File: config.mk
export PLATFORM = sky130hd
export DESIGN_NAME = bounded_array_list_unit
export DESIGN_NICKNAME = d
export VERILOG_FILES = /design/src/sv/bal_pkg.sv /design/src/sv/bal_mem.sv /design/src/sv/bounded_array_list_unit.sv
export SDC_FILE = /design/constraint.sdc
export NUM_CORES = 1
export LEC_CHECK = 0
export BUFFER_PORTS_ARGS = -buffer_cell sky130_fd_sc_hd__buf_2
export CORE_ASPECT_RATIO = 0.75
export CORE_MARGIN = 10
export CORE_UTILIZATION = 55
export DETAILED_ROUTE_END_ITERATION = 16
export PLACE_DENSITY_LB_ADDON = 0.08
export SETUP_SLACK_MARGIN = 0.15
export SYNTH_ARGS = -nofsm -noshare
export SYNTH_HDL_FRONTEND = slang
export SYNTH_SLANG_ARGS = --single-unit
File: constraint.sdc
create_clock -name clk -period 2.85 [get_ports clk]
set_input_delay 0.1425 -clock clk [delete_from_list [all_inputs] [get_ports clk]]
set_output_delay 0.1425 -clock clk [all_outputs]
set_load 0.05 [all_outputs]
File: src/sv/bal_pkg.sv
// Package for the bounded array list: sizes, command codes, beat types and sequencer states.
package bal_pkg;

	localparam int CAPACITY = 8;
	localparam int AW       = (CAPACITY > 1) ? $clog2(CAPACITY) : 1;
	localparam int CNT_W    = 4;
	localparam int DATA_W   = 32;

	typedef enum logic [2:0] {
		CMD_INS_FRONT = 3'd0,
		CMD_INS_BACK  = 3'd1,
		CMD_INS_POS   = 3'd2,
		CMD_RM_FRONT  = 3'd3,
		CMD_RM_BACK   = 3'd4,
		CMD_RM_POS    = 3'd5
	} bal_cmd_t;

	typedef struct packed {
		logic [2:0]               command;
		logic signed [DATA_W-1:0] element;
		logic [2:0]               position;
	} bal_in_t;

	typedef struct packed {
		logic                     success;
		logic signed [DATA_W-1:0] removed_value;
		logic [CNT_W-1:0]         length;
	} bal_out_t;

	typedef enum logic [1:0] {
		S_IDLE,
		S_SHIFT,
		S_RESP
	} bal_state_t;

endpackage

File: src/sv/bal_mem.sv
// Entry store: one write port and one read port with registered read data.
module bal_mem #(
	parameter int DEPTH = bal_pkg::CAPACITY,
	parameter int AW    = bal_pkg::AW,
	parameter int W     = bal_pkg::DATA_W
) (
	input  logic          clk,
	input  logic          wr_en,
	input  logic [AW-1:0] wr_addr,
	input  logic [W-1:0]  wr_data,
	input  logic          rd_en,
	input  logic [AW-1:0] rd_addr,
	output logic [W-1:0]  rd_data
);

	logic [W-1:0] mem_q [DEPTH];

	always_ff @(posedge clk) begin
		if (wr_en) begin
			mem_q[wr_addr] <= wr_data;
		end
	end

	always_ff @(posedge clk) begin
		if (rd_en) begin
			rd_data <= mem_q[rd_addr];
		end
	end

endmodule

File: src/sv/bounded_array_list_unit.sv
// Top level of the bounded array list: command sequencer, entry shifting and result register.
// A command runs S_IDLE, S_SHIFT, S_RESP; S_SHIFT reads the count - position entries from
// the position on and shifts them through the read and write ports, one entry per cycle;
// a failed command goes from S_IDLE straight to S_RESP. A new command is taken only in
// S_IDLE, after the last has loaded its result; S_RESP waits while a result is stalled.
// Reset clears the sequencer, the count and the result valid; entry contents are not cleared.
module bounded_array_list_unit (
	input  logic              clk,
	input  logic              arst_n,
	input  logic              cmd_valid,
	output logic              cmd_stall,
	input  bal_pkg::bal_in_t  cmd,
	output logic              rsp_valid,
	input  logic              rsp_stall,
	output bal_pkg::bal_out_t rsp
);
	import bal_pkg::*;

	bal_state_t state_q, state_d;

	logic [CNT_W-1:0]  count_q;
	logic              op_ins_q;
	logic              ok_q;
	logic [DATA_W-1:0] elem_q;
	logic [AW-1:0]     pos_q;
	logic [AW-1:0]     rd_addr_q;
	logic [CNT_W-1:0]  rd_left_q;
	logic              first_q;
	logic              pend_s1;
	logic              first_s1;
	logic [AW-1:0]     wr_addr_s1;
	logic [DATA_W-1:0] removed_q;
	logic              rsp_valid_q;
	bal_out_t          rsp_q;

	// Decode of the incoming command.
	logic             dec_ins;
	logic             dec_rm;
	logic [CNT_W-1:0] dec_pos;
	logic             dec_ok;

	logic              accept;
	logic              rsp_load;
	logic              rd_en;
	logic              wr_en;
	logic [AW-1:0]     wr_addr;
	logic [DATA_W-1:0] wr_data;
	logic [DATA_W-1:0] rd_data;
	logic [CNT_W-1:0]  new_count;

	always_comb begin
		dec_ins = 1'b0;
		dec_rm  = 1'b0;
		dec_pos = '0;
		unique case (cmd.command)
			CMD_INS_FRONT: begin
				dec_ins = 1'b1;
			end
			CMD_INS_BACK: begin
				dec_ins = 1'b1;
				dec_pos = count_q;
			end
			CMD_INS_POS: begin
				dec_ins = 1'b1;
				dec_pos = CNT_W'(cmd.position);
			end
			CMD_RM_FRONT: begin
				dec_rm = 1'b1;
			end
			CMD_RM_BACK: begin
				dec_rm  = 1'b1;
				dec_pos = count_q - CNT_W'(1);
			end
			CMD_RM_POS: begin
				dec_rm  = 1'b1;
				dec_pos = CNT_W'(cmd.position);
			end
			default: begin
			end
		endcase
		dec_ok = (dec_ins && (count_q < CNT_W'(CAPACITY)) && (dec_pos <= count_q))
			|| (dec_rm && (count_q != '0) && (dec_pos < count_q));
	end

	assign accept   = (state_q == S_IDLE) && cmd_valid;
	assign rsp_load = (state_q == S_RESP) && (!rsp_valid_q || !rsp_stall);

	// Sequencer.
	always_ff @(posedge clk or negedge arst_n) begin
		if (!arst_n) begin
			state_q <= S_IDLE;
		end else begin
			state_q <= state_d;
		end
	end

	always_comb begin
		state_d   = state_q;
		cmd_stall = 1'b1;
		unique case (state_q)
			S_IDLE: begin
				cmd_stall = 1'b0;
				if (cmd_valid) begin
					state_d = dec_ok ? S_SHIFT : S_RESP;
				end
			end
			S_SHIFT: begin
				if (rd_left_q == '0) begin
					state_d = S_RESP;
				end
			end
			S_RESP: begin
				if (rsp_load) begin
					state_d = S_IDLE;
				end
			end
			default: begin
				state_d = S_IDLE;
			end
		endcase
	end

	// Shift: a read per cycle; data is written one entry on next cycle or kept if removed.
	assign rd_en = (state_q == S_SHIFT) && (rd_left_q != '0);

	always_comb begin
		wr_en   = 1'b0;
		wr_addr = wr_addr_s1;
		wr_data = rd_data;
		if (pend_s1 && !first_s1) begin
			wr_en = 1'b1;
		end else if ((state_q == S_RESP) && op_ins_q && ok_q) begin
			wr_en   = 1'b1;
			wr_addr = pos_q;
			wr_data = elem_q;
		end
	end

	always_ff @(posedge clk) begin
		if (accept) begin
			op_ins_q  <= dec_ins;
			ok_q      <= dec_ok;
			elem_q    <= cmd.element;
			pos_q     <= AW'(dec_pos);
			rd_addr_q <= dec_ins ? AW'(count_q - CNT_W'(1)) : AW'(dec_pos);
			rd_left_q <= dec_ok ? (count_q - dec_pos) : '0;
			first_q   <= dec_rm;
			removed_q <= '0;
		end else if (rd_en) begin
			rd_addr_q <= op_ins_q ? (rd_addr_q - AW'(1)) : (rd_addr_q + AW'(1));
			rd_left_q <= rd_left_q - CNT_W'(1);
			first_q   <= 1'b0;
		end
		if (pend_s1 && first_s1) begin
			removed_q <= rd_data;
		end
		wr_addr_s1 <= op_ins_q ? (rd_addr_q + AW'(1)) : (rd_addr_q - AW'(1));
		first_s1   <= first_q;
	end

	always_ff @(posedge clk or negedge arst_n) begin
		if (!arst_n) begin
			pend_s1 <= 1'b0;
		end else begin
			pend_s1 <= rd_en;
		end
	end

	bal_mem #(
		.DEPTH (CAPACITY),
		.AW    (AW),
		.W     (DATA_W)
	) u_mem (
		.clk     (clk),
		.wr_en   (wr_en),
		.wr_addr (wr_addr),
		.wr_data (wr_data),
		.rd_en   (rd_en),
		.rd_addr (rd_addr_q),
		.rd_data (rd_data)
	);

	// Count and result register.
	always_comb begin
		new_count = count_q;
		if (ok_q) begin
			new_count = op_ins_q ? (count_q + CNT_W'(1)) : (count_q - CNT_W'(1));
		end
	end

	always_ff @(posedge clk or negedge arst_n) begin
		if (!arst_n) begin
			count_q     <= '0;
			rsp_valid_q <= 1'b0;
		end else begin
			if (rsp_load) begin
				count_q     <= new_count;
				rsp_valid_q <= 1'b1;
			end else if (!rsp_stall) begin
				rsp_valid_q <= 1'b0;
			end
		end
	end

	always_ff @(posedge clk) begin
		if (rsp_load) begin
			rsp_q.success       <= ok_q;
			rsp_q.removed_value <= (ok_q && !op_ins_q) ? removed_q : '0;
			rsp_q.length        <= new_count;
		end
	end

	assign rsp_valid = rsp_valid_q;
	assign rsp       = rsp_q;

	a_count_bound: assert property (@(posedge clk) disable iff (!arst_n)
		count_q <= CNT_W'(CAPACITY))
		else $error("list count beyond capacity");

	a_count_moves_on_result: assert property (@(posedge clk) disable iff (!arst_n)
		(state_q != S_RESP) |=> $stable(count_q))
		else $error("count changed outside result load");

	a_pend_after_shift: assert property (@(posedge clk) disable iff (!arst_n)
		pend_s1 |-> $past(state_q) == S_SHIFT)
		else $error("shift write pending outside shifting");

	a_fail_no_value: assert property (@(posedge clk) disable iff (!arst_n)
		rsp_valid_q && !rsp_q.success |-> rsp_q.removed_value == '0)
		else $error("failed command reports a removed value");

	a_single_step: assert property (@(posedge clk) disable iff (!arst_n)
		rsp_load |-> (new_count == count_q) || (new_count == count_q + CNT_W'(1))
			|| (new_count == count_q - CNT_W'(1)))
		else $error("count moved by more than one entry");

endmodule

* Word-level counts from Yosys, hierarchy flattened
Memory sizes are Yosys's and may differ from the RTL's. A register that Yosys moved wholly into a read port is not among the register bits.
Cells that the tools add are included.
** Storage, ports and cells
- Bits in registers :: 126
- RAM bits :: 256
- Bits of input ports :: 42
- Output and inout bits :: 39
- Memories :: 1
** Memory list
- u_mem.mem_q :: words 8, bits a word 32, rd ports 1, clocked after Yosys merged registers in 1, wr ports 1, RTL line bal_mem.sv:16 : logic [W-1:0] mem_q [DEPTH];
** Operators by class
- $add $sub $neg :: 6
- $lt $le $gt $ge :: 3
- Eq/ne operators :: 11
- Multiplexer cells :: 33
- Reduce and logical (&&, ||, !) cells :: 29
** Operators with widths (number)
- 32-bit two-way mux :: 4
- 3-bit two-way mux :: 7
- 4-bit two-way mux :: 5
- 1-bit logical AND :: 12
- 4-bit case mux with 3 select lines :: 1
- 1-bit two-way mux :: 11
- 2-bit two-way mux :: 4
- 4-bit nonzero test :: 2
- 4-bit by 1-bit subtractor with 4-bit output, second input constant :: 2
- 3-bit by 2-bit equality test with 1-bit output, second input constant :: 2
- 3-bit equality test, second input constant :: 2
- 2-bit != test, second input constant :: 3
- 2-bit case mux with 3 select lines :: 1
- 3-bit OR reduction :: 2
- 4-bit by 1-bit adder with 4-bit output, second input constant :: 1
- 4-bit <= comparator :: 1
- 1-bit zero test :: 4
- 4-bit zero test :: 1
- 4-bit < comparator :: 1
- 4-bit < comparator, second input constant :: 1
- 2-bit nonzero test :: 2
- 4-bit subtractor :: 1
- 3-bit by 1-bit adder with 3-bit output, second input constant :: 1
- 3-bit by 1-bit equality test with 1-bit output, second input constant :: 1
- other kinds (9) :: 10

* Depth between registers and ports, before layout
Gate-level depths: netlist of the first run.
- Depth in word-level cells :: 9
- Gate-level depth with buffers :: 12
- Depth with buffers taken out :: 12

* By module
From an unflattened synthesis of the first run, not the netlist that was laid out.
** Second synthesis, totals
- Cells, all modules :: 796
- Area total of the unflattened synthesis :: 16308.1 um^2
** By module, submodules not included
- bal_mem :: times used 1, cells an instance 415, area an instance 10786.6 um^2
- bounded_array_list_unit :: times used 1, cells an instance 381, area an instance 5521.5 um^2

* Worst setup path before layout of the first run
No wires, ideal clock.
- Path kind :: register to register
- From :: reg rsp_valid_q, in the netlist rsp_valid
- To :: reg count_q[2]
- Arrival time :: 3.064 ns
- Required time :: 2.719 ns
- Path slack :: -0.345 ns
- Cell stages (with the launch flop) :: 4
- Path buffers :: 0
- Clock period less this slack :: 3.195 ns
- Cells stage by stage :: dfrtp_1 a21oi_1 nand3_1 xnor2_1
** On the way
- Cells in the longest elaborated chain, start to end :: 3
** Ends and longest elaborated chain
- start: declaration :: RTL line bounded_array_list_unit.sv:33 : logic rsp_valid_q;
- start signal: assignment :: RTL line bounded_array_list_unit.sv:194 : rsp_valid_q <= 1'b0;
- start signal: assignment :: RTL line bounded_array_list_unit.sv:198 : rsp_valid_q <= 1'b1;
- start signal: assignment :: RTL line bounded_array_list_unit.sv:200 : rsp_valid_q <= 1'b0;
- 1-bit zero test :: RTL line bounded_array_list_unit.sv:86 : assign rsp_load = (state_q == S_RESP) && (!rsp_valid_q || !rsp_stall);
- 1-bit logical OR :: RTL line bounded_array_list_unit.sv:86
- 1-bit logical AND :: RTL line bounded_array_list_unit.sv:86
- via rsp_load :: RTL line bounded_array_list_unit.sv:43 : logic rsp_load;
- end signal: assignment :: RTL line bounded_array_list_unit.sv:197 : count_q <= new_count;
- end: declaration :: RTL line bounded_array_list_unit.sv:21 : logic [CNT_W-1:0] count_q;
The timed path passes the listed nets, and every way through them passes these cells.
A chain may end at the register's enable or synchronous reset.

* Worst setup path in the final report of the first run
- From :: reg count_q[0]
- To :: reg rd_left_q[0] (data pin)
** On the way
- Cells in the longest elaborated chain, start to end :: 7
- Elaborated cells on any way between the ends :: 14
- Those cells by class :: add/sub (2); order compare (3); mux (3); reduce/logical (6)
** Ends and longest elaborated chain
- 4-bit by 1-bit subtractor with 4-bit output :: RTL line bounded_array_list_unit.sv:72 : dec_pos = count_q - CNT_W'(1);
- 4-bit case mux with 3 select lines :: RTL line bounded_array_list_unit.sv:55 : unique case (cmd.command)
- 4-bit <= comparator or 4-bit < comparator (tied branches) :: RTL line bounded_array_list_unit.sv:81, bounded_array_list_unit.sv:82
- 1-bit logical AND (on tied branches) :: RTL line bounded_array_list_unit.sv:81, bounded_array_list_unit.sv:82
- 1-bit logical OR (*) :: RTL line bounded_array_list_unit.sv:82 : || (dec_rm && (count_q != '0) && (dec_pos < count_q));
- via dec_ok :: RTL line bounded_array_list_unit.sv:40 : logic dec_ok;
- 4-bit two-way mux (*) :: RTL line bounded_array_list_unit.sv:146 : rd_left_q <= dec_ok ? (count_q - dec_pos) : '0;
- 4-bit two-way mux (*) :: RTL line bounded_array_list_unit.sv:140 : if (accept) begin
- end signal: assignment :: RTL line bounded_array_list_unit.sv:146
- end signal: assignment :: RTL line bounded_array_list_unit.sv:151 : rd_left_q <= rd_left_q - CNT_W'(1);
- end: declaration :: RTL line bounded_array_list_unit.sv:27 : logic [CNT_W-1:0] rd_left_q;
Mark *: on every way through the listed nets, which the timed path passes. The rest lies on a longest branch.

==> results of run 1 <==
[metal layers]
metal / track usage / vias up
li1: - / 3513
met1: 0.251 / 4073
met2: 0.300 / 244
met3: 0.0322 / 46
met4: 0.0440 / 0
met5: 0 / -
[cell families (layout without fill, tap and decap cells)]
family,count (synthesis),after routing
compound gates,35,35
xor+xnor,16,16
fa+ha+maj,11,11
buf+inv,56,240
flops,414,414
mux,138,138
simple gates,132,132
[path summary, 6_finish.rpt]
check / start / end / slack [ns] / cells after the start
min reg2reg: first_q$_SDFFCE_PN0P_ / first_s1$_DFF_P_ / 0.36 / 0
max in group asynchronous: arst_n / count_q[2]$_DFFE_PN0P_ / 1.40 / 4
max reg2reg: count_q[0]$_DFFE_PN0P_ / rd_left_q[0]$_DFFE_PP_ / 0.23 / 12
min in group asynchronous: arst_n / state_q[0]$_DFFE_PN0P_ / 0.50 / 3
min: cmd[1] / pos_q[1]$_DFFE_PP_ / 0.06 / 3
max: count_q[0]$_DFFE_PN0P_ / rd_left_q[0]$_DFFE_PP_ / 0.23 / 12
[worst max-delay path: stages (launching register included)]
cell      delay (ns)
dfrtp_1         0.40
inv_2           0.08
ha_4            0.17
xnor2_2         0.14
nor2b_1         0.20
a21oi_2         0.06
o21a_1          0.22
ha_4            0.32
and4_4          0.26
a221oi_4        0.05
o32ai_4         0.20
inv_2           0.08
a22o_1          0.19
[state kept, by name (all words and copies together) (netlist names)]
name	cells
pend_s1	1
rsp_valid	1
rd_left_q	4
state_q	2
count_q	4
wr_addr_s1	3
first_q	1
ok_q	1
pos_q	3
u_mem.rd_data	32
rd_addr_q	3
first_s1	1
rsp	37
u_mem.mem_q	256
elem_q	32
removed_q	32
op_ins_q	1
[timing repair]
action                                 in CTS  in global routing
setup endpoints to repair                   3                  7
endpoints found under the hold margin      42                  0
resized for setup                           9                 16
hold buffers                               37                  0
buffers inserted                            0                  3
pin swaps                                   1                 12
[stage by stage]
stage / cells / TNS [ns] / util / setup slack (ns) / hold WS [ns]
after floorplan: 802 / -33.27 / - / -0.257 / -0.153
after global placement: 1267 / 0 / 0.597 / 0.149 / 0.0155
after detailed placement: 1267 / 0 / 0.597 / 0.0534 / 0.0227
after CTS: 1375 / 0 / 0.654 / 0.162 / 0.0273
after global routing: 1378 / 0 / 0.657 / 0.132 / 0.0552
final: 1378 / 0 / 0.657 / 0.230 / 0.0607
[Yosys cell counts, drive strengths merged (3+ instances only)]
library cell	n
and2	32
o21ai	12
nor2	16
buf	17
a22oi	3
nand2b	3
mux4	64
dfrtp	8
and3	33
edfxtp	402
xnor2	10
nor3	3
nand3b	4
a21oi	7
inv	15
xor2	6
mux2	68
dfxtp	4
nor2b	10
clkbuf	23
nand2	24
ha	9
o22ai	3
mux2i	6
[power by group]
part           internal [mW]  switching (mW)  leakage [nW]
clock network           2.91            2.13         0.607
logic                   2.43            3.35          2.29
registers               8.30           0.393          3.83
[layout make-up]
type	instances	area, um^2
inverter	16	60.1
timing repair buffer	153	1200
clock inverter	14	121
clock buffer	57	1120
fill	1977	10000
multi-input combinational	332	3840
sequential	414	12400
tap	392	490
==> flow_summary_export.csv, run 1 <==
group,metric,value,unit
routing,wl_per_cell,24.3,um
logic_synthesis,ys_seq_area_frac,0.755,
final_layout,final_common_cell,"edfxtp_1",
floorplanning,coreArea,29200,um^2
logic_synthesis,muxShareOfSynthArea,0.149,
logic_synthesis,synth_compound_gate_area_share,0.0139,
grt,grt_pass1_vias,8309,
logic_synthesis,yosys.area.top_type_share,0.738,
clocking,h-tree-depth,2,
final_layout,layout.nets,1009,
grt,overflow,0,
sta,timing.fmax,382,MHz
power_and_ir_drop,irDropWorstVdd,0.000704,V
power_and_ir_drop,powerDensity,1020,nW/um^2
routing,via_count,7876,
routing,antenna_left,0,
sta,relSlewSlack,0.586,
routing,dr.pass1.iters,5,
clocking,cts_tree,"done",
grt,antenna_found_initial,0,
routing,vias_per_cell,5.72,
final_layout,final_cell_area,19200,um^2
routing,dr.first_iter.drc_count,731,
routing,drcViolationCount,0,
critical_path,crit_path_max_fanout,5,
logic_synthesis,syn_nets,854,
logic_synthesis,synth_edf_count,402,
placement,io_buffers,80,
critical_path,crit_type,"reg2reg",
critical_path,required,3.13,ns
logic_synthesis,synth_area_leaders,"edfxtp_1 74%, mux4_2 6.2%, mux4_1 3.1%",
status,status,"finished clean",
routing,wl_met2,16400,um
placement,dp_hpwl,18200,um
floorplanning,fp-row-count,54,
sta,rsz0062_at_grt,"false",
clocking,clk_latency,0.55,ns
critical_path,start_kind,"register",
clocking,cts-buffers-inserted,40,
clocking,clkSinkCount,414,
placement,place_congestion,0.841,
final_layout,antennaDiodeCount,0,
logic_synthesis,synth_top_family_by_area,"multiplexers",
grt,track_usage,0.183,
placement,place_area,17400,um^2
sta,hold_viol_final,0,
logic_synthesis,synth_cells,802,
logic_synthesis,synthAdderAreaFrac,0.00872,
sta,min_period,2.62,ns
routing,route.met3.wl,1750,um
clocking,clockBufferDepth,3,
routing,met1_length,14800,um
sta,skew,0.0241,ns
floorplanning,die_h,169,um
logic_synthesis,ys_warn_count,0,
sta,setup_viol,0,
logic_synthesis,synth_ff_type,"edfxtp_1",
logic_synthesis,synthDistinctLibCells,50,
min_path,hold_path_class,"in2reg",
routing,wirelength,33500,um
final_layout,most-common-layout-cells,"402 x edfxtp_1, 80 x buf_2, 45 x mux4_2",
grt,grt_pass1_wl,51100,um
sta,tightest_slew,0.621,ns
logic_synthesis,async_reset_ff_frac,0.0193,
floorplanning,die_area,37100,um^2
sta,period_share,0.919,
critical_path,end_kind,"register",
logic_synthesis,synth_area,16400,um^2
sta,maxSlewViolCount,0,
floorplanning,io_pins,81,
floorplanning,die_w,219,um
logic_synthesis,synth-simple-area-share,0.0448,
logic_synthesis,synthXorXnorAreaFrac,0.00857,
clocking,ctsRootBufferMaster,"clkbuf_16",
logic_synthesis,postSynthAreaPerCell,20.4,um^2
power_and_ir_drop,power,19.5,mW
routing,top_layer,"met4",
critical_path,crit_arrival,2.90,ns
power_and_ir_drop,p_leak,6.73,nW
grt,grt_start_max_net_pins,49,
final_layout,syn_to_final_growth,17.3,%
logic_synthesis,yosysTopAreaCell,"edfxtp_1",
final_layout,drive_above_1_share,0.302,
flow_run,drv_cap,0,
logic_synthesis,ys_ff_latch,414,
floorplanning,start_util,0.560,
clocking,clk_pin_slew,0.06,ns
Note: power is estimated with default switching activity, not from simulation.
==> run 2, diff against run 1 <==
Settings changed: PLACE_DENSITY from default to 0.73, PLACE_DENSITY_LB_ADDON 0.08 to default.
Clock period 2.85 ns to 2.6 ns, I/O delays scaled along.
==> flow_summary_export.csv, run 2 (same netlist as run 1, synthesis figures left out) <==
group,metric,value,unit
critical_path,required,2.89,ns
routing,antenna_left,0,
floorplanning,die_area,37100,um^2
floorplanning,start_util,0.560,
sta,min_period,2.49,ns
grt,grt_util_met3,0.0314,
power_and_ir_drop,p_leak,6.82,nW
clocking,clk_latency,0.54,ns
floorplanning,die_h,169,um
critical_path,crit_arrival,2.78,ns
critical_path,path_cells,"or2_4 -> o221ai_2 -> o21ai_2 -> ha_2 -> inv_2 -> fa_2 -> a21oi_4 -> nor2b_2 -> o32ai_4 -> inv_2 -> a22o_1",
flow_run,drv_cap,0,
routing,wirelength,31800,um
status,status,"finished clean",
sta,period_share,0.958,
clocking,clk_pin_slew,0.06,ns
final_layout,final_common_cell,"edfxtp_1",
sta,timing.fmax,401,MHz
grt,grt_pass1_vias,8261,
final_layout,top_register,"u_mem.mem_q",
clocking,clkSinkCount,414,
final_layout,layout.nets,1031,
clocking,cts-buffers-inserted,40,
critical_path,cp_top_family,"compound AO/OA/AOI/OAI gates",
sta,relSlewSlack,0.587,
min_path,hold_path_class,"in2reg",
final_layout,antennaDiodeCount,0,
grt,antenna_found_initial,0,
sta,tightest_slew,0.619,ns
floorplanning,die_w,219,um
clocking,h-tree-depth,2,
final_layout,final_cell_area,19300,um^2
sta,skew,0.0135,ns
routing,drcViolationCount,0,
final_layout,largest_register_ffs,256,
critical_path,path_buf_inv,2,
clocking,clockBufferDepth,3,
grt,use_met1,0.244,
clocking,ctsRootBufferMaster,"clkbuf_16",
clocking,cts_tree,"done",
sta,rsz0062_at_grt,"true",
routing,via_count,7932,
sta,hold_viol_final,0,
critical_path,cp_common_cell,"inv_2",
final_layout,syn_to_final_growth,18.2,%
grt,globalRouteMet2Util,0.274,
floorplanning,fp-row-count,54,
placement,dp_hpwl,18300,um
routing,dr.first_iter.drc_count,595,
power_and_ir_drop,powerDensity,1110,nW/um^2
critical_path,critical-path-max-stage-delay,0.43,ns
critical_path,critPathSlowestCell,"dfrtp_2",
placement,dp_cells,1280,
routing,dr.pass1.iters,5,
grt,top_usage_layer,"met2",
final_layout,finalNonFillerCells,1397,
critical_path,crit_type,"reg2reg",
power_and_ir_drop,irDropWorstVdd,0.000719,V
power_and_ir_drop,power,21.4,mW
final_layout,fillCellCount,1886,
critical_path,start_kind,"register",
placement,io_buffers,80,
placement,place_congestion,0.816,
routing,wl_per_cell,22.8,um
final_layout,most-common-layout-cells,"402 x edfxtp_1, 80 x buf_2, 45 x mux4_2, 45 x buf_4, 42 x clkbuf_16",
grt,overflow,0,
sta,setup_viol,0,
grt,grt_pass1_wl,49000,um
placement,place_area,17600,um^2
routing,vias_per_cell,5.68,
critical_path,crit_path_max_fanout,5,
floorplanning,io_pins,81,
critical_path,end_kind,"register",
sta,maxSlewViolCount,0,
sta,setup_tns,0,ns
final_layout,drive_above_1_share,0.320,
grt,track_usage,0.173,
floorplanning,coreArea,29200,um^2
grt,grt_start_max_net_pins,40,
## run 2: cell types whose count changed in the layout (fill, tap and decap cells not counted), moves of 2 or more
cell	change
inv_1	-2
clkbuf_1	-3
buf_4	+22
inv_6	-2
clkbuf_8	-3
clkinvlp_4	+2
clkinv_2	+2
## run 2: worst paths after layout
path	from	endpoint	slack, ns	cells after the start
setup / recovery	count_q[0]$_DFFE_PN0P_	rd_left_q[0]$_DFFE_PP_	0.11	11
hold / removal	cmd[0]	rd_addr_q[0]$_DFFE_PP_	0.17	4
hold reg to reg	first_q$_SDFFCE_PN0P_	first_s1$_DFF_P_	0.34	0
setup reg to reg	count_q[0]$_DFFE_PN0P_	rd_left_q[0]$_DFFE_PP_	0.11	11
max in group asynchronous	arst_n	count_q[0]$_DFFE_PN0P_	1.66	3
min in group asynchronous	arst_n	count_q[1]$_DFFE_PN0P_	0.62	3
## run 2: power breakdown
part,internal [mW],switching [mW]
Combinational,2.75,3.68
Sequential,9.09,0.394
Clock,3.15,2.34
## run 2: metal layers
layer / part of all wire / vias to the layer above
li1: - / 3547
met4: 0.020 / 0
met5: 0 / -
met2: 0.48 / 195
met3: 0.048 / 47
met1: 0.45 / 4143
## run 2: metrics by stage
| step | hold slack, ns | setup slack, ns | util |
|---|---|---|---|
| 2_1_floorplan | -0.166 | -0.507 | - |
| 3_3_place_gp | 0.00414 | 0.0362 | 0.602 |
| 3_5_place_dp | 0.00661 | 0.0404 | 0.602 |
| 4_1_cts | 0.129 | 0.121 | 0.661 |
| 5_1_grt | 0.180 | 0.00701 | 0.662 |
| 6_report | 0.169 | 0.109 | 0.662 |
## run 2: tightest hold or removal path, delay by kind of cell
kind / cells / cell delay (ns)
AO/OA/AOI/OAI: 2 / 0.25
AND/OR/NAND/NOR: 1 / 0.08
buffers and inverters: 1 / 0.11
## run 2: area by class of cell
class	count	area [um^2]	share of cell area
Timing Repair Buffer	175	1360	0.0703
Tap cell	392	490	0.0254
Clock inverter	16	141	0.00732
Clock buffer	52	1090	0.0563
Sequential cell	414	12400	0.639
Inverter	16	62.6	0.00324
Multi-Input combinational cell	332	3830	0.198
## run 2: timing repair
item,CTS,global route
hold buffers,38,0
pin swaps,12,9
buffers inserted,9,2
cloned,0,0
endpoints found under the hold margin,44,0
setup endpoints to repair,5,7
gates resized for setup,11,5
==> run 3, diff against run 2 <==
Settings changed: MAX_ROUTING_LAYER from default to met4.
==> flow_summary_export.csv, run 3 (same netlist as run 1, synthesis figures left out) <==
group,metric,value,unit
status,status,"finished clean",
sta,min_period,2.49,ns
sta,hold_viol_final,0,
power_and_ir_drop,swShare,0.299,
grt,overflow,0,
power_and_ir_drop,p_comb_frac,0.300,
power_and_ir_drop,clock_power_share,0.257,
clocking,clkSinkCount,414,
clocking,h-tree-depth,2,
floorplanning,start_util,0.560,
clocking,clk_latency,0.54,ns
routing,wl_per_cell,22.8,um
final_layout,postLayoutCoreUtil,0.662,
final_layout,most-common-layout-cells,"402 x edfxtp_1, 80 x buf_2, 45 x mux4_2, 45 x buf_4, 42 x clkbuf_16",
clocking,cts_tree,"done",
routing,antenna_left,0,
clocking,clockBufferDepth,3,
min_path,hold_path_class,"in2reg",
sta,setup_viol,0,
final_layout,final_common_cell,"edfxtp_1",
critical_path,crit_path_max_fanout,5,
final_layout,fillCellCount,1886,
grt,grt_pass1_vias,8258,
power_and_ir_drop,power,21.4,mW
routing,vias_per_cell,5.69,
critical_path,start_kind,"register",
final_layout,layout.nets,1031,
clocking,cts-buffers-inserted,40,
routing,wirelength,31800,um
power_and_ir_drop,irDropWorstVdd,0.000722,V
critical_path,crit_arrival,2.78,ns
final_layout,largest_register_ffs,256,
critical_path,end_kind,"register",
clocking,clk_pin_slew,0.06,ns
sta,tightest_slew,0.622,ns
sta,skew,0.0115,ns
final_layout,top_register,"u_mem.mem_q",
critical_path,required,2.89,ns
grt,antenna_found_initial,0,
routing,drcViolationCount,0,
sta,maxSlewViolCount,0,
power_and_ir_drop,p_leak,6.82,nW
sta,rsz0062_at_grt,"true",
floorplanning,coreArea,29200,um^2
grt,track_usage,0.179,
placement,place_congestion,0.828,
placement,dp_hpwl,18300,um
routing,via_count,7950,
floorplanning,die_w,219,um
routing,dr.pass1.iters,5,
final_layout,seqCellArea,12400,um^2
power_and_ir_drop,p_seq_frac,0.443,
grt,grt_start_max_net_pins,40,
floorplanning,die_area,37100,um^2
final_layout,multi_input_area,3830,um^2
power_and_ir_drop,internal_power,15.0,mW
grt,grt_pass1_wl,49000,um
final_layout,syn_to_final_growth,18.2,%
floorplanning,fp-row-count,54,
flow_run,drv_cap,0,
sta,relSlewSlack,0.585,
sta,period_share,0.958,
clocking,ctsRootBufferMaster,"clkbuf_16",
placement,io_buffers,80,
sta,timing.fmax,401,MHz
critical_path,crit_type,"reg2reg",
final_layout,antennaDiodeCount,0,
floorplanning,io_pins,81,
power_and_ir_drop,switchingPower,6.41,mW
routing,dr.first_iter.drc_count,629,
power_and_ir_drop,powerDensity,1110,nW/um^2
final_layout,drive_above_1_share,0.320,
floorplanning,die_h,169,um
## run 3: cell counts in the layout (fill, tap and decap cells not counted)
No cell type changed its count.
## run 3: layer usage
layer | part of all wire | vias up | GRT usage
met5 | 0 | - | -
met1 | 0.45 | 4138 | 0.245
met3 | 0.052 | 48 | 0.0301
li1 | - | 3549 | -
met4 | 0.020 | 0 | 0.0494
met2 | 0.48 | 215 | 0.274
## run 3: area by class of cell
cell class                      instances  area share
Sequential cell                       414       0.639
Timing Repair Buffer                  175      0.0703
Multi-Input combinational cell        332       0.198
Clock buffer                           52      0.0563
Clock inverter                         16     0.00732
Inverter                               16     0.00324
Tap cell                              392      0.0254
## run 3: stage by stage
| step | setup TNS, ns | instance area [um^2] | hold slack, ns | std cells | worst slack (ns) |
|---|---|---|---|---|---|
| finish | 0 | 19300 | 0.165 | 1397 | 0.108 |
| global route | 0 | 19300 | 0.180 | 1397 | 0.00564 |
| CTS | 0 | 19300 | 0.129 | 1395 | 0.121 |
| detailed placement | 0 | 17600 | 0.00661 | 1280 | 0.0404 |
| global placement | 0 | 17600 | 0.00414 | 1280 | 0.0362 |
| floorplan | -90.36 | 16400 | -0.166 | 802 | -0.507 |
## run 3: what timing repair did
action | in CTS | in global routing
setup buffers | 9 | 2
endpoints found under the hold margin | 44 | 0
hold buffers | 38 | 0
pin swaps | 12 | 9
setup endpoints to repair | 5 | 7
gates resized for setup | 11 | 5
## run 3: worst paths after layout
| path | start | endpoint | cells after the start | slack (ns) |
|---|---|---|---|---|
| max in group asynchronous | arst_n | count_q[0]$_DFFE_PN0P_ | 3 | 1.66 |
| min reg2reg | first_q$_SDFFCE_PN0P_ | first_s1$_DFF_P_ | 0 | 0.34 |
| min | cmd[0] | rd_addr_q[0]$_DFFE_PP_ | 4 | 0.16 |
| max reg2reg | count_q[0]$_DFFE_PN0P_ | rd_left_q[0]$_DFFE_PP_ | 11 | 0.11 |
| max | count_q[0]$_DFFE_PN0P_ | rd_left_q[0]$_DFFE_PP_ | 11 | 0.11 |
| min in group asynchronous | arst_n | count_q[1]$_DFFE_PN0P_ | 3 | 0.62 |
## run 3: power by group through the flow
stage                     Combinational [mW]  Sequential (mW)  Clock [mW]
after floorplan                         3.97             10.2           0
after global placement                  6.07             9.58           0
after detailed placement                6.19             9.61           0
after CTS                               6.43             9.49        5.60
after global routing                    6.88             9.59        5.86
final                                   6.42             9.49        5.49
## run 3: worst max-delay path, stage by stage, from the launching register on
cell,delay (ns)
dfrtp_2,0.43
or2_4,0.14
o221ai_2,0.09
o21ai_2,0.16
ha_2,0.21
inv_2,0.04
fa_2,0.39
a21oi_4,0.14
nor2b_2,0.07
o32ai_4,0.33
inv_2,0.06
a22o_1,0.17
